[config.mk]
export PLATFORM = sky130hd
export DESIGN_NAME = rfptc_rsp_fifo
export DESIGN_NICKNAME = d
export VERILOG_FILES = /design/src/hdl/rfptc_pkg.sv /design/src/hdl/rfptc_rsp_fifo.sv
export SDC_FILE = /design/constraint.sdc
export NUM_CORES = 1
export LEC_CHECK = 0
export ABC_AREA = 1
export BUFFER_PORTS_ARGS = -buffer_cell sky130_fd_sc_hd__buf_4
export CORE_UTILIZATION = 50
export DETAILED_ROUTE_END_ITERATION = 16
export PLACE_DENSITY = 0.73
export SYNTH_ARGS = -nofsm -noshare
export SYNTH_HDL_FRONTEND = slang
export SYNTH_SLANG_ARGS = --single-unit
[constraint.sdc]
create_clock -name clock -period 4.8 [get_ports clock]
set_input_delay 0.24 -clock clock [delete_from_list [all_inputs] [get_ports clock]]
set_output_delay 0.24 -clock clock [all_outputs]
set_load 0.02 [all_outputs]
[src/hdl/rfptc_pkg.sv]
`timescale 1ns / 1ps
// ----------------------------------------------------------------------------
// rfptc_pkg
// Shared constants, register codes and transaction types for the pulse train
// capture block.
// ----------------------------------------------------------------------------
package rfptc_pkg;

   localparam int TRAIN_SLOTS_DEF = 4;
   localparam int MAX_PULSES_DEF  = 256;
   localparam int RSP_DEPTH       = 3;

   localparam int TIME_W     = 32;
   localparam int DUR_W      = 16;
   localparam int THR_W      = 20;
   localparam int LEN_W      = 9;
   localparam int CSR_IDX_W  = 3;
   localparam int CSR_DATA_W = 20;
   localparam int RSP_DATA_W = 32;

   localparam logic FUNC_EDGE = 1'b0;
   localparam logic FUNC_READ = 1'b1;

   localparam logic [DUR_W-1:0] MIN_PULSE_RST = 16'd40;
   localparam logic [THR_W-1:0] MAX_PULSE_RST = 20'd100000;
   localparam logic [THR_W-1:0] GAP_RST       = 20'd5100;
   localparam logic [LEN_W-1:0] MIN_LEN_RST   = 9'd5;
   localparam logic [LEN_W-1:0] MAX_LEN_RST   = 9'd256;

   typedef enum logic [CSR_IDX_W-1:0] {
      CSR_ENABLE    = 3'd0,
      CSR_MIN_PULSE = 3'd1,
      CSR_MAX_PULSE = 3'd2,
      CSR_GAP       = 3'd3,
      CSR_MIN_LEN   = 3'd4,
      CSR_MAX_LEN   = 3'd5
   } csr_idx_type;

   typedef struct packed {
      logic             enable;
      logic [DUR_W-1:0] min_pulse;
      logic [THR_W-1:0] max_pulse;
      logic [THR_W-1:0] gap;
      logic [LEN_W-1:0] min_len;
      logic [LEN_W-1:0] max_len;
   } cfg_type;

   typedef struct packed {
      logic             valid_res;
      logic             last;
      logic [LEN_W-1:0] train_length;
   } rsp_meta_type;

endpackage

[src/hdl/rfptc_rsp_fifo.sv]
`timescale 1ns / 1ps
// ----------------------------------------------------------------------------
// rfptc_rsp_fifo
// Small response queue between the store read stage and the result channel.
// ----------------------------------------------------------------------------
module rfptc_rsp_fifo (
   input  logic                          clock,
   input  logic                          reset,
   input  logic                          push,
   input  logic [rfptc_pkg::DUR_W-1:0]   push_dur,
   input  rfptc_pkg::rsp_meta_type       push_meta,
   input  logic                          pop_ready,
   output logic                          out_vld,
   output logic [rfptc_pkg::DUR_W-1:0]   out_dur,
   output rfptc_pkg::rsp_meta_type       out_meta,
   output logic                          room
);

   localparam int DEPTH = rfptc_pkg::RSP_DEPTH;
   localparam int PTR_W = $clog2(DEPTH);
   localparam int CNT_W = $clog2(DEPTH + 1);
   localparam logic [PTR_W-1:0] PTR_LAST = PTR_W'(DEPTH - 1);
   localparam logic [CNT_W-1:0] CNT_FULL = CNT_W'(DEPTH);

   logic [rfptc_pkg::DUR_W-1:0] dur_ff [DEPTH];
   rfptc_pkg::rsp_meta_type     meta_ff [DEPTH];
   logic [PTR_W-1:0]            wr_ptr_ff, wr_ptr_in;
   logic [PTR_W-1:0]            rd_ptr_ff, rd_ptr_in;
   logic [CNT_W-1:0]            cnt_ff, cnt_in;
   logic                        pop;
   logic [CNT_W:0]              pend;

   assign out_vld  = cnt_ff != '0;
   assign out_dur  = dur_ff[rd_ptr_ff];
   assign out_meta = meta_ff[rd_ptr_ff];
   assign pop      = out_vld && pop_ready;

   // a read in the store stage already holds a place
   assign pend = {1'b0, cnt_ff} + (CNT_W + 1)'(push);
   assign room = pend < (CNT_W + 1)'(DEPTH);

   always_comb begin
      wr_ptr_in = wr_ptr_ff;
      rd_ptr_in = rd_ptr_ff;
      cnt_in    = cnt_ff;
      if (push) begin
         wr_ptr_in = (wr_ptr_ff == PTR_LAST) ? '0 : wr_ptr_ff + 1'b1;
      end
      if (pop) begin
         rd_ptr_in = (rd_ptr_ff == PTR_LAST) ? '0 : rd_ptr_ff + 1'b1;
      end
      if (push && !pop) begin
         cnt_in = cnt_ff + 1'b1;
      end else if (pop && !push) begin
         cnt_in = cnt_ff - 1'b1;
      end
   end

   always_ff @(posedge clock) begin
      if (reset) begin
         wr_ptr_ff <= '0;
         rd_ptr_ff <= '0;
         cnt_ff    <= '0;
      end else begin
         wr_ptr_ff <= wr_ptr_in;
         rd_ptr_ff <= rd_ptr_in;
         cnt_ff    <= cnt_in;
      end
   end

   always_ff @(posedge clock) begin
      if (push) begin
         dur_ff[wr_ptr_ff]  <= push_dur;
         meta_ff[wr_ptr_ff] <= push_meta;
      end
   end

   a_cnt_bounded: assert property (@(posedge clock) disable iff (reset)
      cnt_ff <= CNT_FULL)
      else $error("response queue count out of range");

   a_no_overflow: assert property (@(posedge clock) disable iff (reset)
      (push && (cnt_ff == CNT_FULL)) |-> pop)
      else $error("response queue overflow");

endmodule

Word-level counts from Yosys, hierarchy flattened

Memories as Yosys holds them, arrays and structs flattened. A register that Yosys moved wholly into a read port is not among the register bits.
Index checks and enable logic that the tools add are counted.

Register bits after elaboration: 6
Memories kept: 2
Memory bits (writable): 81
Input bits: 31
Word-level logic and storage cells: 30
Output and inout port bits: 29

Memory list:

| memory  | depth | width | read ports | clocked after memory_dff | wr ports | RTL line             | source |
|---|---|---|---|---|---|---|---|
| dur_ff  | 3     | 16    | 1          | 1                        | 1        | rfptc_rsp_fifo.sv:25 | `logic [rfptc_pkg::DUR_W-1:0] dur_ff [DEPTH];` |
| meta_ff | 3     | 11    | 1          | 1                        | 1        | rfptc_rsp_fifo.sv:26 | `rfptc_pkg::rsp_meta_type meta_ff [DEPTH];` |

Add/sub/neg operators: 5
Reduce and logical (&&, ||, !) cells: 7
Equality and inequality tests: 2
Magnitude comparators: 1
Mux-type cells: 10

Operators by type and width:

| operator                                                              | count |
|---|---|
| 2-bit 2-to-1 mux                                                      | 8 |
| 2-bit by 1-bit adder with 2-bit output (second input constant)        | 3 |
| 2-bit equality test (second input constant)                           | 2 |
| 2-bit nonzero test                                                    | 2 |
| 2-bit by 1-bit adder with 3-bit output                                | 1 |
| 1-bit logical AND                                                     | 3 |
| 3-bit by 2-bit < comparator with 1-bit output (second input constant) | 1 |
| 1-bit logical NOT                                                     | 2 |
| 1-bit 2-to-1 mux                                                      | 2 |
| 2-bit by 1-bit subtractor with 2-bit output (second input constant)   | 1 |

Logic depth before layout (Yosys ltp)

Gate-level depths: netlist of the first run.

Word-level depth: 5
Depth in mapped cells: 9
Gate-level depth less buffers: 9

Worst setup path after synthesis of the first run

OpenSTA, ideal clock, no wires.

Path kind: register to register
Start: reg wr_ptr_ff[1]
End: mem dur_ff[2][0] (netlist name), enable pin
Clock period less this slack: 2.720 ns
Setup time: 0.445 ns
Arrival time: 2.275 ns
Cell stages (with the launch flop): 3
Buffers on the path: 0
Path slack: 2.080 ns
Data required time: 4.355 ns
Path through: dfxtp_1 > inv_1 > nor3_1

RTL lines:

| element                | RTL line             | source |
|---|---|---|
| from (decl)            | rfptc_rsp_fifo.sv:27 | `logic [PTR_W-1:0] wr_ptr_ff, wr_ptr_in;` |
| from (signal assigned) | rfptc_rsp_fifo.sv:65 | `wr_ptr_ff <= wr_ptr_in;` |
| to (decl)              | rfptc_rsp_fifo.sv:25 |  |

No word-level cell before the write port.

==> run metrics, run 1 <==
status=finished clean; H-tree levels=3; Vias per Instance=5.16; Post-CTS Hold Fix Bufs=0; CP Capture Point=out_dur[6]; Synth Area in Compound Gates=9.51%; Critical Path Source Type=register; syn_nets=287; total power=1880 uW; Critical path buffers and inverters=2; Max clock buf depth=2; Critical Path AT=2.12 ns; Crit Path Class=reg2out; number of DRC markers in iteration 0=115; Mapped Avg Cell Area=13.5 um^2; DIE HEIGHT=84.7 um; asr flop ratio synth=0%; Hold Path Depth=2; max_cap viols=0; Port Buffers=59; Adder-Cell Fraction of Synth Area=1.10%; first-pass GRT wire length=9.42 mm; area grow syn2layout=19.7%; Worst-Skew Late Latency=0.35 ns; Crit Path Max Fanout=28; layout cells sized above 1=25.1%; Fmax=423 MHz; Power Density=458 nW/um^2; Synth area leaders=edfxtp_1 (71%), a21oi_1 (7.9%), dfxtp_1 (4.7%); reg-to-reg critical path startpoint=wr_ptr_ff[1]; Worst-Margin Slew=1.18 ns; worst reg-to-reg path cell count=3; largest net degree at the start of global routing=29; Site Rows=29; setup bufs post-CTS=0; Hold Violations, Final=0; share of Yosys cell area claimed by the top area cell type=71.1%; reg-to-reg critical path endpoint=dur_ff[2][3]; post-synthesis cell count=253; Worst Path Required=4.56 ns; post-route worst setup slack=2.44 ns; Warnings, synthesis=0; vias=2,043; area occupied by multi-input gates=659 um^2; number of synthesized flops with an enable pin=81; cell taking the most area after synthesis=edfxtp_1; DRT antenna net count=0; commonest cells in the netlist=edfxtp_1 (81), a21oi_1 (54), nand2_1 (39); Routed met3 length=397 um; vias in the first global route=1,927; Sinks on Clock Net=89; GR Overflow Total=0; Hold Path Class=in2reg; RD Place Congestion=0.703; initial antenna violation count=0; TritonCTS buffer count=9; CTS tree=built; post-synthesis mux area share=0%; n_diodes=0; minimum clock period=2.36 ns; Top Metal Used=met4; largest family of logic cells by synthesized area=compound AO/OA/AOI/OAI gates; Final #Nets=348; # setup viols final=0; max-slew violations=0; Reg2Reg Setup Slack=2.97 ns; FILL cells=498; Seq/Total Area, Yosys=75.8%; root buf cell=clkbuf_8; post-DR wirelength/cell=15.0 um; First-pass DRT Iterations=6; worst slack, placed=2.76 ns; Met2 Wirelength=2.96 mm; Crit. End Element=primary output; Remaining DRCs=0; Netlist cell types=20; register area=2590 um^2; Die Width=84.7 um; Setup TNS=0 ns; post-synthesis register bit count=89; CP delay by family, top=flip-flops; Post-CTS Resized=0; Cell Area, Synth=3420 um^2; Clk pin slew, worst setup/hold paths=0.08 ns; starting density of the core=52.7%; CP peak stage delay=1.10 ns; worst rel slew slack=21.0%; Period Utilization, post-route=49.3%; Leakage=0.00158 uW; critical path depth=4; top_reg_cell synth=edfxtp_1; wirelength, routed=5.96 mm; RSZ-0062 raised after global routing=false; Core ar.=6490 um^2; Worst VDD drop=0.241 mV; Die ar.=7180 um^2; Synth Area in XOR/XNOR=0%; Post-DP HPWL=3.51 mm; Synth Area in Simple Gates=8.52%; I/O Pins=60; crit path max-delay cell type=dfxtp_1; CP Cell Sequence=inv_6 > nor2_1 > a21oi_1 > buf_4; count leader, synth=edfxtp_1; skew final=0.00602 ns; GRT Util Overall=17.9%; Post-Route M1 WL=2.49 mm
cells in the final DEF (no fill, tap or decap):
master and n:
nor3_2 1, inv_6 1, inv_1 12, clkbuf_8 9
inv_8 1, dfxtp_1 8, o21ai_0 1, clkinv_1 3
nand3_1 2, clkinvlp_4 1, ha_1 3, a21oi_2 4
edfxtp_1 81, bufinv_16 3, buf_4 60, nor2_1 33
o211ai_1 1, nand4_1 1, o21a_1 1, nand2_1 39
a21oi_1 54
how the worst min path moves through the flow:
| stage | start | endpoint | slack [ns] |
|---|---|---|---|
| final | reset | wr_ptr_ff[0] | 0.05 |
| after global routing | reset | wr_ptr_ff[1] | 0.05 |
| after CTS | reset | wr_ptr_ff[0] | 0.04 |
| after detailed placement | reset | wr_ptr_ff[0] | 0.42 |
| after global placement | reset | wr_ptr_ff[0] | 0.42 |
| after floorplan | reset | wr_ptr_ff[0] | 0.31 |
layer usage:
metal	track usage (%)	vias up
met5	0	-
met4	9.24	0
met3	3.74	10
met2	28.9	68
met1	23.2	947
li1	-	1018
worst register-to-register path, cell delays in order, from the launching register on:
cell	delay, ns
dfxtp_1	0.36
inv_1	0.07
nor3_2	0.68
buf_4	0.40
through the flow:
| stage | cells | hold WS, ns | util [%] | instance area, um^2 |
|---|---|---|---|---|
| floorplan | 253 | 0.309 | - | 3420 |
| global placement | 380 | 0.419 | 59.5 | 3860 |
| detailed placement | 380 | 0.423 | 59.5 | 3860 |
| CTS | 396 | 0.0395 | 63.1 | 4100 |
| global route | 396 | 0.0485 | 63.1 | 4100 |
| finish | 396 | 0.0532 | 63.1 | 4100 |
final cells by class:
cell class,count,area share [%]
flip-flops and latches,89,63.3
multi-input cells,140,16.1
repair buffers,60,11.0
clock buffers,9,3.02
clock inverters,7,2.66
well taps,77,2.35
inverters,14,1.59
cell families (layout without fill, tap and decap cells):
family / count (synthesis) / in the layout
buf+inv: 24 / 90
fa+ha+maj: 3 / 3
compound gates: 61 / 61
simple gates: 76 / 76
flops: 89 / 89
power breakdown:
group          switching, uW  total (uW)  internal (uW)
Combinational            214         362            148
Sequential              38.7         927            888
Clock                    248         589            340
state kept, by name, summed over array words and instances (netlist names), named ones only:
signal	cells
dur_ff	48
cnt_ff	2
rd_ptr_ff	2
wr_ptr_ff	2
meta_ff	33
No activity file was read; power rests on OpenSTA's default activity.
==> run 2, diff against run 1 <==
--- a/config.mk
+++ b/config.mk
@@ -5,7 +5,7 @@
 export SDC_FILE = /design/constraint.sdc
 export NUM_CORES = 1
 export LEC_CHECK = 0
-export ABC_AREA = 1
+export ABC_AREA = 0
 export BUFFER_PORTS_ARGS = -buffer_cell sky130_fd_sc_hd__buf_4
 export CORE_UTILIZATION = 50
 export DETAILED_ROUTE_END_ITERATION = 16
==> constraint.sdc (replaced) <==
create_clock -name clock -period 2.3 [get_ports clock]
set_input_delay 0.115 -clock clock [delete_from_list [all_inputs] [get_ports clock]]
set_output_delay 0.115 -clock clock [all_outputs]
set_load 0.02 [all_outputs]
==> run 2 against run 1 <==
  * Final area rose by 7.0%
  * Sequential share of layout area fell by 4.1 points
  * Critical path type unchanged
  * Power rose by 110%
  * Critical path depth did not move
  * Flip-flop and latch count did not move
  * Synthesized cell count fell by 18%
  * Cell count fell by 2.8%
  * Sequential power rose by 110%
==> run metrics, run 2 <==
Post-Route M1 WL=2.63 mm (+5.3%); largest reg by FF count=dur_ff; initial antenna violation count=0 (unchanged); clock share of power=25.1% (-6.3 points); Worst-Skew Late Latency=0.34 ns (about the same); # setup viols final=0 (unchanged); reg-to-reg critical path startpoint=wr_ptr_ff[1]; Die ar.=6980 um^2 (-2.7%); skew final=0.00865 ns (+0.00262 ns); GR Overflow Total=0 (unchanged); I/O Pins=60 (unchanged); Sequential Power Share=49.3% (about the same); Critical Path Source Type=register; Worst VDD drop=0.615 mV (+150%); syn_nets=241 (-16%); minimum clock period=1.81 ns; Period Utilization, post-route=78.7%; Die Width=83.6 um (-1.4%); commonest non-fill, non-tap cell in the layout=edfxtp_1; biggest regs=dur_ff (48), meta_ff (33); Hold Path Class=in2reg; count leader, synth=edfxtp_1; Logic pwr share=25.6% (+6.3 points); Top Metal Used=met4; RD Place Congestion=0.690 (-1.8%); n_diodes=0 (unchanged); starting density of the core=52.1% (-0.59 points); Hold Crit Start=pop_ready; commonest cells after routing, fill and taps aside=edfxtp_1 (81), buf_4 (65), nand2_1 (31); number of DRC markers in iteration 0=99 (-14%); Vias per Instance=4.96 (-3.9%); Worst-Margin Slew=0.526 ns (-0.657 ns); vias in the first global route=1,880 (-2.4%); Post-CTS Resized=0 (unchanged); TritonCTS buffer count=9 (unchanged); Warnings, synthesis=0 (unchanged); commonest cells in the netlist=edfxtp_1 (81), nand2_1 (31), mux2i_1 (27), o21ai_1 (27), dfxtp_1 (8); Core ar.=6390 um^2 (-1.7%); Critical path buffers and inverters=2 (unchanged); Crit. End Element=primary output; share of Yosys cell area claimed by the top area cell type=73.1% (+2.0 points); crit path max-delay cell type=dfxtp_2; FILL cells=445 (-11%); Critical Path AT=1.69 ns (-0.43 ns); layout cells sized above 1=28.2% (+3.2 points); Port Buffers=59 (unchanged); Final #Nets=337 (-3.2%); max_cap viols=0 (unchanged); post-synthesis register bit count=89 (unchanged); Psw=1130 uW (+120%); WHS=0.106 ns (+0.0524 ns); CP peak stage delay=0.63 ns (-0.47 ns); Worst Path Required=2.18 ns (-2.38 ns); Area after DPL=3910 um^2 (+1.3%); design area=4380 um^2 (+7.0%); Site Rows=29 (unchanged); Sinks on Clock Net=89 (unchanged); Netlist cell types=21 (+5.0%); Mapped Avg Cell Area=16.1 um^2 (+19%); CTS tree=built; post-DR wirelength/cell=14.9 um (-0.96%); number of synthesized flops with an enable pin=81 (unchanged); Placed Instances=341 (-10%); Setup TNS=0 ns (unchanged); First-pass DRT Iterations=4 (-2); DRT antenna net count=0 (unchanged); DIE HEIGHT=83.6 um (-1.4%); cell taking the most area after synthesis=edfxtp_1; first-pass GRT wire length=9.11 mm (-3.2%); Sw Ratio=28.3% (+1.6 points); status=finished clean; CP Cell Sequence=buf_12 > mux2i_1 > o21ai_1 > buf_4; Remaining DRCs=0 (unchanged); top_reg_cell synth=edfxtp_1; Crit Path Class=reg2out; asr flop ratio synth=0% (unchanged); post-synthesis cell count=207 (-18%); Max clock buf depth=2 (unchanged); Leakage=0.00155 uW (-2.1%); Seq/Total Area, Yosys=77.9% (+2.2 points); Routed met3 length=234 um (-41%); Hold Violations, Final=0 (unchanged); root buf cell=clkbuf_8; worst rel slew slack=64.9% (+44 points); total internal power=2850 uW (+110%); Post-DP HPWL=3.61 mm (+2.9%); largest net degree at the start of global routing=55 (+90%); Fmax=553 MHz; vias=1,909 (-6.6%); Non-Filler Instances=385 (-2.8%); Crit Path Max Fanout=15 (-46%); Synth area leaders=edfxtp_1 (73%), mux2i_1 (8.1%), dfxtp_1 (4.8%); Clk pin slew, worst setup/hold paths=0.07 ns (about the same); Largest register FFs=48 (unchanged); max-slew violations=0 (unchanged); Power Density=908 nW/um^2 (+98%); RSZ-0062 raised after global routing=false; Cell Area, Synth=3330 um^2 (-2.8%); CP delay by family, top=flip-flops; area grow syn2layout=31.7%; Reg2Reg Setup Slack=0.70 ns (-2.27 ns); GRT Util Overall=17.5% (-0.46 points); H-tree levels=3 (unchanged); wirelength, routed=5.74 mm (-3.7%); Met2 Wirelength=2.78 mm (-6.0%)
[run 2: cell types whose count changed after synthesis, moves of 3 or more]
| cell | before | now |
|---|---|---|
| o21ai_1 | 0 | 27 |
| nand2_1 | 39 | 31 |
| a21oi_1 | 54 | 4 |
| nor2_1 | 33 | 5 |
| mux2i_1 | 0 | 27 |
| a21oi_2 | 4 | 1 |
| clkbuf_1 | 0 | 5 |
| inv_1 | 12 | 1 |
[run 2: timing repair]
item                      in CTS  in global routing
hold buffers                  28                  0
buffers inserted               0                  0
hold endpoints to repair      89                  0
[run 2: through the flow]
stage                     power [uW]  util (%)  setup slack (ns)
after floorplan                 2580         -             0.300
after global placement          2970      61.3             0.764
after detailed placement        2990      61.3             0.707
after CTS                       4020      68.6             0.452
after global routing            4160      68.6             0.357
final                           3980      68.6             0.491
[run 2: cell families (layout without fill, tap and decap cells)]
kind of cell | Yosys count | count (layout) | synth area share (%)
multiplexers | 28 | 28 | 8.46
buffers and inverters | 10 | 111 | 1.50
XOR/XNOR | 2 | 2 | 0.527
AO/OA/AOI/OAI | 34 | 34 | 5.34
adder cells (fa/ha/maj) | 3 | 3 | 1.13
AND/OR/NAND/NOR | 41 | 41 | 5.11
flip-flops | 89 | 89 | 77.9
[run 2: final cells by class]
| class | instances | area, um^2 | share of cell area (%) |
|---|---|---|---|
| Sequential cell | 89 | 2590 | 59.2 |
| Timing Repair Buffer | 94 | 788 | 18.0 |
| Multi-Input combinational cell | 108 | 711 | 16.2 |
| Clock buffer | 11 | 131 | 3.00 |
| Tap cell | 77 | 96.3 | 2.20 |
| Clock inverter | 5 | 56.3 | 1.28 |
| Inverter | 1 | 3.75 | 0.0857 |
[run 2: worst paths after layout]
kind | cells after the start | end
worst max register to register | 3 | dur_ff[2][2]
worst min-delay path | 4 | register
worst min register to register | 2 | register
worst max-delay path | 4 | out_meta[8]
[run 2: tightest hold or removal path, cell delays in order]
cell     delay [ns]
buf_4          0.08
o21ai_2        0.07
nand2_1        0.08
a21oi_2        0.06
[run 2: per-layer routing]
layer | up-vias | global-route usage (%)
li1 | 961 | -
met5 | - | 0
met4 | 0 | 6.93
met1 | 895 | 23.0
met3 | 8 | 3.56
met2 | 45 | 28.7
[run 2: power groups by stage]
stage / combinational [uW] / clock, uW / sequential, uW
4_1_cts: 1030 / 1030 / 1960
3_5_place_dp: 989 / 0 / 2000
6_report: 1020 / 999 / 1960
3_3_place_gp: 978 / 0 / 2000
2_1_floorplan: 638 / 0 / 1940
5_1_grt: 1100 / 1080 / 1970
