`src/hdl/rfptc_pkg.sv`:
```
`timescale 1ns / 1ps
// ----------------------------------------------------------------------------
// rfptc_pkg
// Shared constants, register codes and transaction types for the pulse train
// capture block.
// ----------------------------------------------------------------------------
package rfptc_pkg;

   localparam int TRAIN_SLOTS_DEF = 4;
   localparam int MAX_PULSES_DEF  = 256;
   localparam int RSP_DEPTH       = 3;

   localparam int TIME_W     = 32;
   localparam int DUR_W      = 16;
   localparam int THR_W      = 20;
   localparam int LEN_W      = 9;
   localparam int CSR_IDX_W  = 3;
   localparam int CSR_DATA_W = 20;
   localparam int RSP_DATA_W = 32;

   localparam logic FUNC_EDGE = 1'b0;
   localparam logic FUNC_READ = 1'b1;

   localparam logic [DUR_W-1:0] MIN_PULSE_RST = 16'd40;
   localparam logic [THR_W-1:0] MAX_PULSE_RST = 20'd100000;
   localparam logic [THR_W-1:0] GAP_RST       = 20'd5100;
   localparam logic [LEN_W-1:0] MIN_LEN_RST   = 9'd5;
   localparam logic [LEN_W-1:0] MAX_LEN_RST   = 9'd256;

   typedef enum logic [CSR_IDX_W-1:0] {
      CSR_ENABLE    = 3'd0,
      CSR_MIN_PULSE = 3'd1,
      CSR_MAX_PULSE = 3'd2,
      CSR_GAP       = 3'd3,
      CSR_MIN_LEN   = 3'd4,
      CSR_MAX_LEN   = 3'd5
   } csr_idx_type;

   typedef struct packed {
      logic             enable;
      logic [DUR_W-1:0] min_pulse;
      logic [THR_W-1:0] max_pulse;
      logic [THR_W-1:0] gap;
      logic [LEN_W-1:0] min_len;
      logic [LEN_W-1:0] max_len;
   } cfg_type;

   typedef struct packed {
      logic             valid_res;
      logic             last;
      logic [LEN_W-1:0] train_length;
   } rsp_meta_type;

endpackage

```
`src/hdl/rfptc_train_ctrl.sv`:
```
`timescale 1ns / 1ps
// ----------------------------------------------------------------------------
// rfptc_train_ctrl
// Edge filtering, train framing and slot bookkeeping; drives the pulse store
// and the read stage that lines up with the store read data.
// ----------------------------------------------------------------------------
module rfptc_train_ctrl #(
   parameter int TRAIN_SLOTS = rfptc_pkg::TRAIN_SLOTS_DEF,
   parameter int MAX_PULSES  = rfptc_pkg::MAX_PULSES_DEF
) (
   input  logic                                      clock,
   input  logic                                      reset,
   input  rfptc_pkg::cfg_type                        cfg,
   input  logic                                      in_vld,
   input  logic                                      in_func,
   input  logic [rfptc_pkg::TIME_W-1:0]              in_time,
   output logic                                      mem_we,
   output logic [$clog2(TRAIN_SLOTS*MAX_PULSES)-1:0] mem_waddr,
   output logic [rfptc_pkg::DUR_W-1:0]               mem_wdata,
   output logic                                      mem_re,
   output logic [$clog2(TRAIN_SLOTS*MAX_PULSES)-1:0] mem_raddr,
   output logic                                      s1_vld,
   output rfptc_pkg::rsp_meta_type                   s1_meta
);

   localparam int SLOT_W = (TRAIN_SLOTS > 1) ? $clog2(TRAIN_SLOTS) : 1;
   localparam int PC_W   = $clog2(MAX_PULSES);
   localparam int ADDR_W = $clog2(TRAIN_SLOTS * MAX_PULSES);
   localparam logic [SLOT_W-1:0] SLOT_LAST = SLOT_W'(TRAIN_SLOTS - 1);
   localparam logic [PC_W-1:0]   PC_LAST   = PC_W'(MAX_PULSES - 1);
   localparam logic [ADDR_W-1:0] SLOT_SIZE = ADDR_W'(MAX_PULSES);

   logic [TRAIN_SLOTS-1:0]        full_ff, full_in;
   logic [PC_W-1:0]               len_ff [TRAIN_SLOTS];
   logic [PC_W-1:0]               len_in [TRAIN_SLOTS];
   logic [SLOT_W-1:0]             ws_ff, ws_in;
   logic [SLOT_W-1:0]             rs_ff, rs_in;
   logic [PC_W-1:0]               pc_ff, pc_in;
   logic [PC_W-1:0]               off_ff, off_in;
   logic [rfptc_pkg::TIME_W-1:0]  last_time_ff, last_time_in;
   logic                          s1_vld_ff, s1_vld_in;
   rfptc_pkg::rsp_meta_type       s1_meta_ff, s1_meta_in;

   logic                          is_edge, is_read;
   logic [rfptc_pkg::TIME_W-1:0]  dur;
   logic                          edge_ok, store, gap_hit, keep;
   logic [PC_W-1:0]               pc_nxt;
   logic                          rd_hit, rd_last;
   logic [PC_W-1:0]               len_rd;
   logic [PC_W:0]                 off_nxt;

   assign is_edge = in_vld && (in_func == rfptc_pkg::FUNC_EDGE);
   assign is_read = in_vld && (in_func == rfptc_pkg::FUNC_READ);

   // elapsed time wraps modulo 2^32
   assign dur     = in_time - last_time_ff;
   assign edge_ok = is_edge && cfg.enable && !full_ff[ws_ff] &&
                    (dur > rfptc_pkg::TIME_W'(cfg.min_pulse));
   assign store   = edge_ok && (dur < rfptc_pkg::TIME_W'(cfg.max_pulse));
   assign gap_hit = store && (dur > rfptc_pkg::TIME_W'(cfg.gap));
   assign pc_nxt  = (pc_ff == PC_LAST) ? '0 : pc_ff + 1'b1;
   // a train whose count wrapped to zero is not kept, so it is lost
   assign keep    = gap_hit && (pc_nxt != '0) &&
                    (rfptc_pkg::TIME_W'(pc_nxt) >= rfptc_pkg::TIME_W'(cfg.min_len)) &&
                    (rfptc_pkg::TIME_W'(pc_nxt) <= rfptc_pkg::TIME_W'(cfg.max_len));

   assign rd_hit  = is_read && full_ff[rs_ff];
   assign len_rd  = len_ff[rs_ff];
   assign off_nxt = {1'b0, off_ff} + 1'b1;
   assign rd_last = off_nxt >= {1'b0, len_rd};

   assign mem_we    = store;
   assign mem_waddr = ADDR_W'(ws_ff) * SLOT_SIZE + ADDR_W'(pc_ff);
   assign mem_wdata = dur[rfptc_pkg::DUR_W-1:0];
   assign mem_re    = rd_hit;
   assign mem_raddr = ADDR_W'(rs_ff) * SLOT_SIZE + ADDR_W'(off_ff);

   always_comb begin
      full_in      = full_ff;
      len_in       = len_ff;
      ws_in        = ws_ff;
      rs_in        = rs_ff;
      pc_in        = pc_ff;
      off_in       = off_ff;
      last_time_in = last_time_ff;
      if (edge_ok) begin
         last_time_in = in_time;
      end
      if (store) begin
         pc_in = gap_hit ? '0 : pc_nxt;
      end
      if (keep) begin
         full_in[ws_ff] = 1'b1;
         len_in[ws_ff]  = pc_nxt;
         ws_in          = (ws_ff == SLOT_LAST) ? '0 : ws_ff + 1'b1;
      end
      if (rd_hit) begin
         if (rd_last) begin
            full_in[rs_ff] = 1'b0;
            rs_in          = (rs_ff == SLOT_LAST) ? '0 : rs_ff + 1'b1;
            off_in         = '0;
         end else begin
            off_in = off_nxt[PC_W-1:0];
         end
      end
   end

   always_comb begin
      s1_vld_in               = is_read;
      s1_meta_in.valid_res    = rd_hit;
      s1_meta_in.last         = rd_hit && rd_last;
      s1_meta_in.train_length = rd_hit ? rfptc_pkg::LEN_W'(len_rd) : '0;
   end

   always_ff @(posedge clock) begin
      if (reset) begin
         full_ff      <= '0;
         ws_ff        <= '0;
         rs_ff        <= '0;
         pc_ff        <= '0;
         off_ff       <= '0;
         last_time_ff <= '0;
         s1_vld_ff    <= 1'b0;
      end else begin
         full_ff      <= full_in;
         ws_ff        <= ws_in;
         rs_ff        <= rs_in;
         pc_ff        <= pc_in;
         off_ff       <= off_in;
         last_time_ff <= last_time_in;
         s1_vld_ff    <= s1_vld_in;
      end
   end

   always_ff @(posedge clock) begin
      len_ff     <= len_in;
      s1_meta_ff <= s1_meta_in;
   end

   assign s1_vld  = s1_vld_ff;
   assign s1_meta = s1_meta_ff;

   // a full read slot is never overwritten by the capture side
   a_no_write_into_full_read_slot: assert property (@(posedge clock) disable iff (reset)
      mem_we |-> !(full_ff[rs_ff] && (ws_ff == rs_ff)))
      else $error("pulse write into a full read slot");

   a_last_frees_slot: assert property (@(posedge clock) disable iff (reset)
      (rd_hit && rd_last) |=> !full_ff[$past(rs_ff)])
      else $error("slot not freed after final pulse");

   a_last_only_on_hit: assert property (@(posedge clock) disable iff (reset)
      (s1_vld_ff && s1_meta_ff.last) |-> s1_meta_ff.valid_res)
      else $error("last flag on a read without a train");

endmodule

```
`config.mk`:
```
export PLATFORM = sky130hd
export DESIGN_NAME = rfptc_train_ctrl
export DESIGN_NICKNAME = d
export VERILOG_FILES = /design/src/hdl/rfptc_pkg.sv /design/src/hdl/rfptc_train_ctrl.sv
export SDC_FILE = /design/constraint.sdc
export NUM_CORES = 1
export LEC_CHECK = 0
export ABC_AREA = 1
export BUFFER_PORTS_ARGS = -buffer_cell sky130_fd_sc_hd__clkbuf_2
export CAP_MARGIN = 25
export CORE_ASPECT_RATIO = 0.7
export CORE_MARGIN = 8
export CORE_UTILIZATION = 50
export CTS_CLUSTER_DIAMETER = 40
export DETAILED_ROUTE_END_ITERATION = 7
export MAX_ROUTING_LAYER = met4
export PLACE_DENSITY = 0.73
export SLEW_MARGIN = 20
export SYNTH_ARGS = -nofsm -noshare
export SYNTH_HDL_FRONTEND = slang
export SYNTH_SLANG_ARGS = --single-unit
```
`constraint.sdc`:
```
create_clock -name clock -period 9.57 [get_ports clock]
set_input_delay 0.4785 -clock clock [delete_from_list [all_inputs] [get_ports clock]]
set_output_delay 0.4785 -clock clock [all_outputs]
set_load 0.005 [all_outputs]
```
# Word level (Yosys, flattened, before mapping)
# Index checks and enable logic that the tools add are counted.
# totals
ff_bits	100
in_bits	111
elab_cells	84
out_inout_bits	50
# op_classes
n_eq_ne	3
addsub	7
n_lt_le_gt_ge	13
n_reduce_logical	18
mux	22
bitwise	6
# ops
cell	count
8-bit two-way mux	6
32-bit bitwise mux	1
32-bit by 16-bit > comparator with 1-bit output	1
32-bit by 20-bit > comparator with 1-bit output	1
32-bit by 20-bit < comparator with 1-bit output	1
32-bit subtractor	1
10-bit by 8-bit adder with 10-bit output	2
8-bit binary-select mux with 2-bit select	1
8-bit demux with 2-bit select	1
1-bit logical AND	15
4-bit two-way mux	3
8-bit by 1-bit adder with 9-bit output (second input constant)	1
8-bit by 9-bit greater-or-equal comparator with 1-bit output	1
9-bit by 8-bit greater-or-equal comparator with 1-bit output	1
8-bit by 9-bit less-or-equal comparator with 1-bit output	1
8-bit by 1-bit adder with 8-bit output (second input constant)	1
8-bit equality test (second input constant)	1
8-bit nonzero test	1
3-bit greater-or-equal comparator (second input constant)	2
2-bit by 3-bit < comparator with 1-bit output (second input constant)	2
2-bit inverter with 3-bit output	2
2-bit by 1-bit adder with 2-bit output (second input constant)	2
4-bit AND	1
1-bit binary-select mux with 2-bit select	2
11 further kinds	18

# Logic depth before layout (Yosys ltp)
# Gate-level depths: netlist of the first run.
# depth
word_depth	14
ltp_mapped	26
depth_no_buf	26

# Least setup slack after synthesis of the first run
# Ideal clock, no wire load.
# synth_path
kind	input port to flip-flop
start	input port in_time[0] (netlist bit)
end	register len_ff[0] (netlist bit) (enable)
n_path_buf	0
slack_ns	5.852
arrival_ns	3.394
t_required_ns	9.246
setup_time_ns	0.324
cell_stages	22
cell_sequence	inv_1 ha_1 fa_1 inv_1 nand3_1 nand3_1 nand3_1 nand3_1 xor2_1 ha_1 nand3_1 a31oi_1 nor2_1 a21oi_1 nor2_1 nand3_1 nor2_2 a21boi_4 nand3_4 nor2_4 nand2_2 inv_1
# synth_via
elab_chain_len	8
elab_cells_between_ends	10
classes_between	add/sub (1); order compare (3); reduce/logical (6)
# synth_lines
element	line	source
start, declared	rfptc_train_ctrl.sv:16	input logic [rfptc_pkg::TIME_W-1:0] in_time,
32-bit subtractor (*)	rfptc_train_ctrl.sv:56	assign dur = in_time - last_time_ff;
net mem_wdata, one bit	rfptc_train_ctrl.sv:19	output logic [rfptc_pkg::DUR_W-1:0] mem_wdata,
32-bit by 16-bit > comparator with 1-bit output	rfptc_train_ctrl.sv:58	(dur > rfptc_pkg::TIME_W'(cfg.min_pulse));
1-bit logical AND	rfptc_train_ctrl.sv:57	assign edge_ok = is_edge && cfg.enable && !full_ff[ws_ff] &&
1-bit logical AND	rfptc_train_ctrl.sv:59	assign store = edge_ok && (dur < rfptc_pkg::TIME_W'(cfg.max_pulse));
1-bit logical AND (*)	rfptc_train_ctrl.sv:60	assign gap_hit = store && (dur > rfptc_pkg::TIME_W'(cfg.gap));
1-bit logical AND (*) (2 in series)	rfptc_train_ctrl.sv:63	assign keep = gap_hit && (pc_nxt != '0) &&
1-bit logical AND (*)	rfptc_train_ctrl.sv:64	(rfptc_pkg::TIME_W'(pc_nxt) >= rfptc_pkg::TIME_W'(cfg.min_len)) &&
end signal, assigned	rfptc_train_ctrl.sv:136	len_ff <= len_in;
end, declared	rfptc_train_ctrl.sv:34	logic [PC_W-1:0] len_ff [TRAIN_SLOTS];
# Mark *: on every way through the listed nets, which the timed path passes. The rest lies on a longest branch.
# A chain may end at the register's enable or synchronous reset.

# Final worst setup path of the first run
# layout_path
start	register last_time_ff[0] (netlist bit)
end	output port mem_we
# layout_via
elab_chain_len	4
elab_cells_between_ends	5
classes_between	add/sub (1); order compare (2); reduce/logical (2)
# layout_lines
element	line	source
start, declared	rfptc_train_ctrl.sv:40	logic [rfptc_pkg::TIME_W-1:0] last_time_ff, last_time_in;
start signal, assigned	rfptc_train_ctrl.sv:130	last_time_ff <= last_time_in;
32-bit subtractor (*)	rfptc_train_ctrl.sv:56	
32-bit by 16-bit > comparator with 1-bit output	rfptc_train_ctrl.sv:58	
1-bit logical AND	rfptc_train_ctrl.sv:57	
1-bit logical AND (*)	rfptc_train_ctrl.sv:59	
end, declared	rfptc_train_ctrl.sv:17	output logic mem_we,
# Mark *: on every way between the ends. The rest lies on a longest branch, timed or not.

==> load_flow_metrics.sql, run 1 <==
INSERT INTO impl_metrics (metric_group, metric, value, unit) VALUES
('synth', 'syn-num-nets', '1523', ''),
('placed_design', 'port_buffers', '159', ''),
('clock_tree', 'tritoncts_num_sinks', '99', ''),
('pwr', 'p_clk_share', '30.1', '%'),
('pwr', 'p_switching', '0.4450', 'mW'),
('pwr', 'netSwitchingFraction', '36.47', '%'),
('synth', 'yosys.cell_types.count', '51', ''),
('synth', 'synth_seq_area_share', '26.55', '%'),
('floorplan', 'die_width', '173.4', 'um'),
('finish', 'final_layout_size_suffix_gt1_share', '16.09', '%'),
('placed_design', 'detailed_place_hpwl', '20320', 'um'),
('pwr', 'power.internal', '0.7751', 'mW'),
('worst_hold_path', 'min_path_type', 'in2reg', ''),
('worst_hold_path', 'worst_hold_endpoint', 'last_time_ff[0]', ''),
('finish', 'mostFrequentLayoutCell', 'sky130_fd_sc_hd__nand2_1', ''),
('sta', 'setup-violations-final', '0', ''),
('job', 'timing.max_cap.violations', '0', ''),
('drt', 'route.detailed.drc', '0', ''),
('synth', 'synth.largest_area_cell', 'sky130_fd_sc_hd__ha_1', ''),
('drt', 'total_number_of_vias', '8479', ''),
('clock_tree', 'worst_skew_pair.late_latency', '0.36', 'ns'),
('synth', 'yosysTopAreaCellShare', '16.74', '%'),
('sta', 'worst_pin_slew', '0.8706', 'ns'),
('critical_path', 'critical_path.startpoint_type', 'register', ''),
('global_route', 'gr-usage-all-layers', '22.42', '%'),
('worst_hold_path', 'hold_path_depth', '3', ''),
('clock_tree', 'cts-root-to-sink-buffers', '2', ''),
('placed_design', 'gpl.final_weighted_congestion', '0.9749', ''),
('clock_tree', 'ctsRootBufferMaster', 'sky130_fd_sc_hd__clkbuf_16', ''),
('critical_path', 'worst-r2r-cell-count', '21', ''),
('clock_tree', 'ctsResizeCount', '0', ''),
('floorplan', 'num_io_pins', '161', ''),
('clock_tree', 'cts_tree', 'yes', ''),
('pwr', 'ir_worst_vdd', '0.00007707', 'V'),
('sta', 'clock.fmax', '218.5', 'MHz'),
('synth', 'synth_area', '8672', 'um^2'),
('outcome', 'status', 'completed', ''),
('floorplan', 'fp.dieArea', '21880', 'um^2'),
('finish', 'area_delta_synth_final', '15.48', '%'),
('clock_tree', 'clock_pin_slew_on_the_worst_setup_and_hold_paths', '0.08', 'ns'),
('critical_path', 'required_time_of_the_critical_path', '9.09', 'ns'),
('finish', 'finalNonFillerCells', '1686', ''),
('sta', 'finalCriticalPeriod', '4.577', 'ns'),
('sta', 'period_share', '47.83', '%'),
('drt', 'route.antenna.remaining_nets', '0', ''),
('pwr', 'static-leakage-power', '5.541', 'nW'),
('critical_path', 'endpoint_kind', 'output port', ''),
('floorplan', 'core', '17070', 'um^2'),
('synth', 'total_of_warnings_raised_by_yosys', '0', ''),
('floorplan', 'core.rowCount', '40', ''),
('finish', 'layout.nets', '1677', ''),
('synth', 'yosys_most_used_dff', 'sky130_fd_sc_hd__dfxtp_1', ''),
('sta', 'finClkSkew', '0.01753', 'ns'),
('clock_tree', 'cts-hold-fix-buffers', '0', ''),
('global_route', 'grt_max_degree', '62', ''),
('synth', 'netlist_instances', '1295', ''),
('synth', 'postSynth.asyncResetShare', '0', '%'),
('finish', 'layout_common_cells', 'sky130_fd_sc_hd__nand2_1, sky130_fd_sc_hd__inv_1, sky130_fd_sc_hd__clkbuf_2, sky130_fd_sc_hd__ha_1, sky130_fd_sc_hd__a21oi_1', ''),
('critical_path', 'r2r_start', 'last_time_ff[0]', ''),
('worst_hold_path', 'min_from', 'in_time[0]', ''),
('clock_tree', 'post-cts-setup-buffer-count', '0', ''),
('global_route', 'grt_pass1_vias', '7803', ''),
('placed_design', 'post-place-cells', '1668', ''),
('pwr', 'power.share.combinational', '33.8', '%'),
('drt', 'finalWirelength', '24160', 'um'),
('pwr', 'power.share.sequential', '36.1', '%'),
('finish', 'filler_cell_count', '1684', ''),
('critical_path', 'critical_path_class', 'reg2out', ''),
('global_route', 'total_grt_overflow', '0', ''),
('synth', 'mean_post_synth_cell_area', '6.697', 'um^2'),
('critical_path', 'timing.critical_path.fanout_max', '9', '');
-- worst max-delay path, stage by stage (launching register included) --
cell	delay, ns
sky130_fd_sc_hd__dfxtp_1	0.32
sky130_fd_sc_hd__ha_1	0.21
sky130_fd_sc_hd__fa_1	0.41
sky130_fd_sc_hd__inv_1	0.12
sky130_fd_sc_hd__nand3_1	0.08
sky130_fd_sc_hd__nand3_1	0.18
sky130_fd_sc_hd__nand3_1	0.13
sky130_fd_sc_hd__nand3_1	0.17
sky130_fd_sc_hd__xor2_1	0.36
sky130_fd_sc_hd__ha_1	0.18
sky130_fd_sc_hd__nand3_1	0.16
sky130_fd_sc_hd__a31oi_1	0.19
sky130_fd_sc_hd__nor2_1	0.06
sky130_fd_sc_hd__a21oi_1	0.21
sky130_fd_sc_hd__nor2_1	0.06
sky130_fd_sc_hd__nand3_1	0.10
sky130_fd_sc_hd__nor2_2	0.06
sky130_fd_sc_hd__a21boi_4	0.31
sky130_fd_sc_hd__nand2_4	0.14
sky130_fd_sc_hd__clkinv_2	0.13
sky130_fd_sc_hd__clkbuf_2	0.14
-- final cells by class --
cell class                 count  area [um^2]  area share, %
inverter                     272         1022          10.21
tap                          231        289.0          2.886
sequential                    99         2302          22.99
clock inverter                 7        71.32         0.7121
multi-input combinational    904         5256          52.49
clock buffer                   9        225.2          2.249
timing repair buffer         163        845.8          8.446
antenna                        1        2.502        0.02499
-- cell families after synthesis --
group,share of synthesized area [%]
and+or+nand+nor,28.93
buffers and inverters,12.87
AOI/OAI and AO/OA,12.22
adders and majority gates,16.97
DFF,26.55
xor gates and xnor gates,2.424
other,0.04324
-- flip-flops by register name, summed over array words and instances (netlist names) --
| register | cells |
|---|---|
| pc_ff | 8 |
| full_ff | 4 |
| s1_vld | 1 |
| len_ff | 32 |
| s1_meta | 10 |
| ws_ff | 2 |
| off_ff | 8 |
| last_time_ff | 32 |
| rs_ff | 2 |
-- Yosys cell counts (11+ instances only) --
cell,count
sky130_fd_sc_hd__nand2_2,15
sky130_fd_sc_hd__o21ai_0,51
sky130_fd_sc_hd__dfxtp_1,67
sky130_fd_sc_hd__nor2_1,96
sky130_fd_sc_hd__nor3_1,13
sky130_fd_sc_hd__nand4_1,11
sky130_fd_sc_hd__nand3_1,62
sky130_fd_sc_hd__ha_1,116
sky130_fd_sc_hd__xor2_1,22
sky130_fd_sc_hd__edfxtp_1,32
sky130_fd_sc_hd__a21oi_1,105
sky130_fd_sc_hd__inv_1,260
sky130_fd_sc_hd__nand2_1,338
-- per-stage QoR --
step	utilization, %	power, mW	hold WS (ns)	setup slack, ns	cell area, um^2
after floorplan	-	0.7296	0.4331	5.852	8672
after global placement	56.72	0.8442	0.4434	5.106	9681
after detailed placement	56.81	0.8542	0.4483	5.003	9696
after CTS	58.55	1.220	0.3539	5.052	9992
after global routing	58.68	1.302	0.3781	4.612	10010
final	58.68	1.220	0.3589	4.993	10010
-- worst max path at each step --
stage	cells after the start	slack (ns)	endpoint	startpoint
after floorplan	22	5.85	len_ff[0]	in_time[0]
after global placement	22	5.11	last_time_ff[11]	in_time[0]
after detailed placement	22	5.00	last_time_ff[7]	in_time[0]
after CTS	20	5.05	mem_we	last_time_ff[0]
after global routing	25	4.61	mem_we	last_time_ff[14]
final	20	4.99	mem_we	last_time_ff[0]
-- routing by layer --
layer	global-route usage (%)	vias to the layer above	share of wire [%]
li1	-	4424	-
met1	32.71	3772	51
met2	30.90	266	39
met3	5.224	17	8.8
met4	3.943	0	0.82
met5	-	-	0
-- power groups by stage --
stage               combinational (mW)  clock (mW)  sequential [mW]
floorplan                        0.280           0            0.449
detailed placement               0.404           0            0.450
global placement                 0.394           0            0.450
CTS                              0.407       0.373            0.441
global route                     0.471       0.389            0.441
finish                           0.412       0.367            0.441
(Power assumes the default switching activity.)
==> inputs of run 2 (changes only) <==
==> constraint.sdc (replaced) <==
create_clock -name clock -period 4.3 [get_ports clock]
set_input_delay 0.215 -clock clock [delete_from_list [all_inputs] [get_ports clock]]
set_output_delay 0.215 -clock clock [all_outputs]
set_load 0.005 [all_outputs]
==> run 2 against run 1 <==
Compared with the run above:
- critical path depth grew 3
- sequential share of layout area shrank 0.63 points
- design area grew 2.8%
- via count grew 1.5%
- clock skew shrank 0.00085 ns
==> load_flow_metrics.sql, run 2 (synthesis gave the netlist of run 1 again) <==
INSERT INTO impl_metrics (metric_group, metric, value, unit) VALUES
('outcome', 'status', 'completed', ''),
('finish', 'filler_cell_count', '1645', ''),
('sta', 'setup-violations-final', '0', ''),
('floorplan', 'die_width', '173.4', 'um'),
('clock_tree', 'clock_pin_slew_on_the_worst_setup_and_hold_paths', '0.08', 'ns'),
('sta', 'worst_pin_slew', '0.6315', 'ns'),
('clock_tree', 'cts_buffers', '9', ''),
('global_route', 'grt_first_pass_wirelength', '39500', 'um'),
('drt', 'route.antenna.remaining_nets', '0', ''),
('sta', 'finalCriticalPeriod', '4.051', 'ns'),
('finish', 'mostFrequentLayoutCell', 'sky130_fd_sc_hd__nand2_1', ''),
('clock_tree', 'tritoncts_num_sinks', '99', ''),
('finish', 'layout.nets', '1687', ''),
('finish', 'area_delta_synth_final', '18.74', '%'),
('critical_path', 'critical_path.startpoint_type', 'register', ''),
('sta', 'grt_setup_unrepaired', 'no', ''),
('finish', 'layout_common_cells', 'sky130_fd_sc_hd__nand2_1, sky130_fd_sc_hd__inv_1, sky130_fd_sc_hd__clkbuf_2, sky130_fd_sc_hd__ha_1, sky130_fd_sc_hd__a21oi_1', ''),
('critical_path', 'arrival', '3.84', 'ns'),
('finish', 'final_layout_size_suffix_gt1_share', '18.44', '%'),
('critical_path', 'timing.critical_path.fanout_max', '9', ''),
('placed_design', 'dpl_worst_slack', '0.01295', 'ns'),
('placed_design', 'gpl.final_weighted_congestion', '0.9704', ''),
('critical_path', 'endpoint_kind', 'output port', ''),
('pwr', 'power.density_cell_area', '269.5', 'nW/um^2'),
('floorplan', 'core', '17070', 'um^2'),
('job', 'timing.max_cap.violations', '0', ''),
('critical_path', 'reg2reg_slack', '0.29', 'ns'),
('critical_path', 'r2r_start', 'last_time_ff[0]', ''),
('clock_tree', 'cts-root-to-sink-buffers', '2', ''),
('placed_design', 'detailed_place_hpwl', '20520', 'um'),
('global_route', 'grt_pass1_vias', '7808', ''),
('floorplan', 'core.rowCount', '40', ''),
('drt', 'firstDrtPassIters', '5', ''),
('clock_tree', 'ctsRootBufferMaster', 'sky130_fd_sc_hd__clkbuf_16', ''),
('sta', 'clock.fmax', '246.9', 'MHz'),
('drt', 'finalWirelength', '24880', 'um'),
('clock_tree', 'cts_tree', 'yes', ''),
('sta', 'period_share', '94.20', '%'),
('pwr', 'ir_worst_vdd', '0.0001710', 'V'),
('sta', 'maxSlewViolCount', '0', ''),
('sta', 'timing.slew.headroom', '57.85', '%'),
('pwr', 'static-leakage-power', '5.617', 'nW'),
('critical_path', 'required_time_of_the_critical_path', '4.09', 'ns'),
('clock_tree', 'cts.htree.levels', '3', ''),
('worst_hold_path', 'min_path_type', 'in2reg', ''),
('drt', 'wl_per_cell', '14.66', 'um'),
('drt', 'total_number_of_vias', '8602', ''),
('sta', 'timing.final.hold_violations', '0', ''),
('drt', 'starting_drc_count_in_detailed_routing', '787', ''),
('floorplan', 'num_io_pins', '161', ''),
('finish', 'post-route-util', '60.34', '%'),
('placed_design', 'port_buffers', '159', ''),
('worst_hold_path', 'worst_hold_endpoint', 'last_time_ff[0]', ''),
('clock_tree', 'worst_skew_pair.late_latency', '0.36', 'ns'),
('clock_tree', 'cts-hold-fix-buffers', '0', ''),
('global_route', 'grt_max_degree', '40', ''),
('sta', 'setup_tns', '0', 'ns'),
('sta', 'final_critical_path_setup_slack', '0.2493', 'ns'),
('floorplan', 'die_height', '126.2', 'um'),
('critical_path', 'critical_path.reg2reg.endpoint', 'len_ff[29]', ''),
('critical_path', 'worst-r2r-cell-count', '21', ''),
('floorplan', 'fp.dieArea', '21880', 'um^2'),
('global_route', 'total_grt_overflow', '0', ''),
('drt', 'post_drt_via_cell_ratio', '5.069', ''),
('sta', 'finClkSkew', '0.01668', 'ns'),
('global_route', 'grt_antenna_before_repair', '2', ''),
('sta', 'hold_ws', '0.1062', 'ns'),
('drt', 'route.detailed.drc', '0', ''),
('worst_hold_path', 'min_from', 'in_time[0]', ''),
('floorplan', 'floorplan.initialDensity', '50.81', '%'),
('worst_hold_path', 'hold_path_depth', '3', ''),
('global_route', 'gr-usage-all-layers', '22.64', '%'),
('critical_path', 'critical_path_class', 'reg2out', '');
[run 2: cell count changes in the layout (fill, tap and decap cells not counted), sizes merged]
cell and delta:
clkinvlp -1, diode +1, inv +2, clkinv -1, buf +10
[run 2: worst max path at each step]
stage	startpoint	slack [ns]	to	depth (start not counted)
final	last_time_ff[0]	0.25	mem_we	23
after floorplan	last_time_ff[0]	0.82	len_ff[0]	21
after global placement	in_time[0]	0.14	len_ff[11]	21
after global routing	last_time_ff[10]	0.02	mem_we	24
after CTS	last_time_ff[0]	0.03	mem_we	21
after detailed placement	in_time[0]	0.01	len_ff[12]	21
[run 2: layout make-up]
cell class / instances / area (um^2) / share of cell area, %
Tap cell: 231 / 289.0 / 2.807
Clock inverter: 7 / 78.83 / 0.7655
Multi-Input combinational cell: 904 / 5469 / 53.11
Clock buffer: 9 / 225.2 / 2.187
Sequential cell: 99 / 2302 / 22.36
Inverter: 272 / 1023 / 9.939
Antenna cell: 2 / 5.005 / 0.04860
Timing Repair Buffer: 173 / 904.6 / 8.785
[run 2: through the flow]
stage	instances	total power, mW	cell area [um^2]
CTS	1694	2.722	10070
global route	1697	2.961	10300
floorplan	1295	1.624	8672
detailed placement	1678	1.903	9763
global placement	1678	1.884	9763
finish	1697	2.775	10300
[run 2: power by group]
| group | switching [mW] | internal [mW] |
|---|---|---|
| Combinational | 0.606 | 0.367 |
| Clock | 0.408 | 0.414 |
| Sequential | 0.00509 | 0.974 |
[run 2: worst max-delay path: stages (launching register included)]
cell,delay (ns)
sky130_fd_sc_hd__dfxtp_1,0.31
sky130_fd_sc_hd__ha_1,0.20
sky130_fd_sc_hd__fa_1,0.41
sky130_fd_sc_hd__inv_1,0.14
sky130_fd_sc_hd__nand2_1,0.08
sky130_fd_sc_hd__nand3_2,0.12
sky130_fd_sc_hd__nand2_1,0.10
sky130_fd_sc_hd__nand2_2,0.14
sky130_fd_sc_hd__xor2_4,0.10
sky130_fd_sc_hd__ha_1,0.29
sky130_fd_sc_hd__nand2_1,0.06
sky130_fd_sc_hd__inv_1,0.08
sky130_fd_sc_hd__nand3_2,0.13
sky130_fd_sc_hd__a31oi_2,0.17
sky130_fd_sc_hd__nor2_1,0.07
sky130_fd_sc_hd__a21oi_2,0.17
sky130_fd_sc_hd__nor2_1,0.05
sky130_fd_sc_hd__nand3_1,0.09
sky130_fd_sc_hd__nor2_2,0.06
sky130_fd_sc_hd__a21boi_4,0.19
sky130_fd_sc_hd__buf_6,0.16
sky130_fd_sc_hd__nand2_4,0.10
sky130_fd_sc_hd__inv_4,0.11
sky130_fd_sc_hd__clkbuf_2,0.13
[run 2: metal layers]
layer | share of wire, % | up-vias | global-route usage [%]
met5 | 0 | - | -
met3 | 9.3 | 25 | 5.701
met4 | 1.0 | 0 | 4.196
met2 | 39 | 327 | 30.97
met1 | 50 | 3811 | 32.90
li1 | - | 4439 | -
[run 2: repair_timing]
action	in CTS	in global routing
resized for setup	0	34
setup buffers	0	1
endpoints found under the setup margin	0	42
hold endpoints to repair	0	0
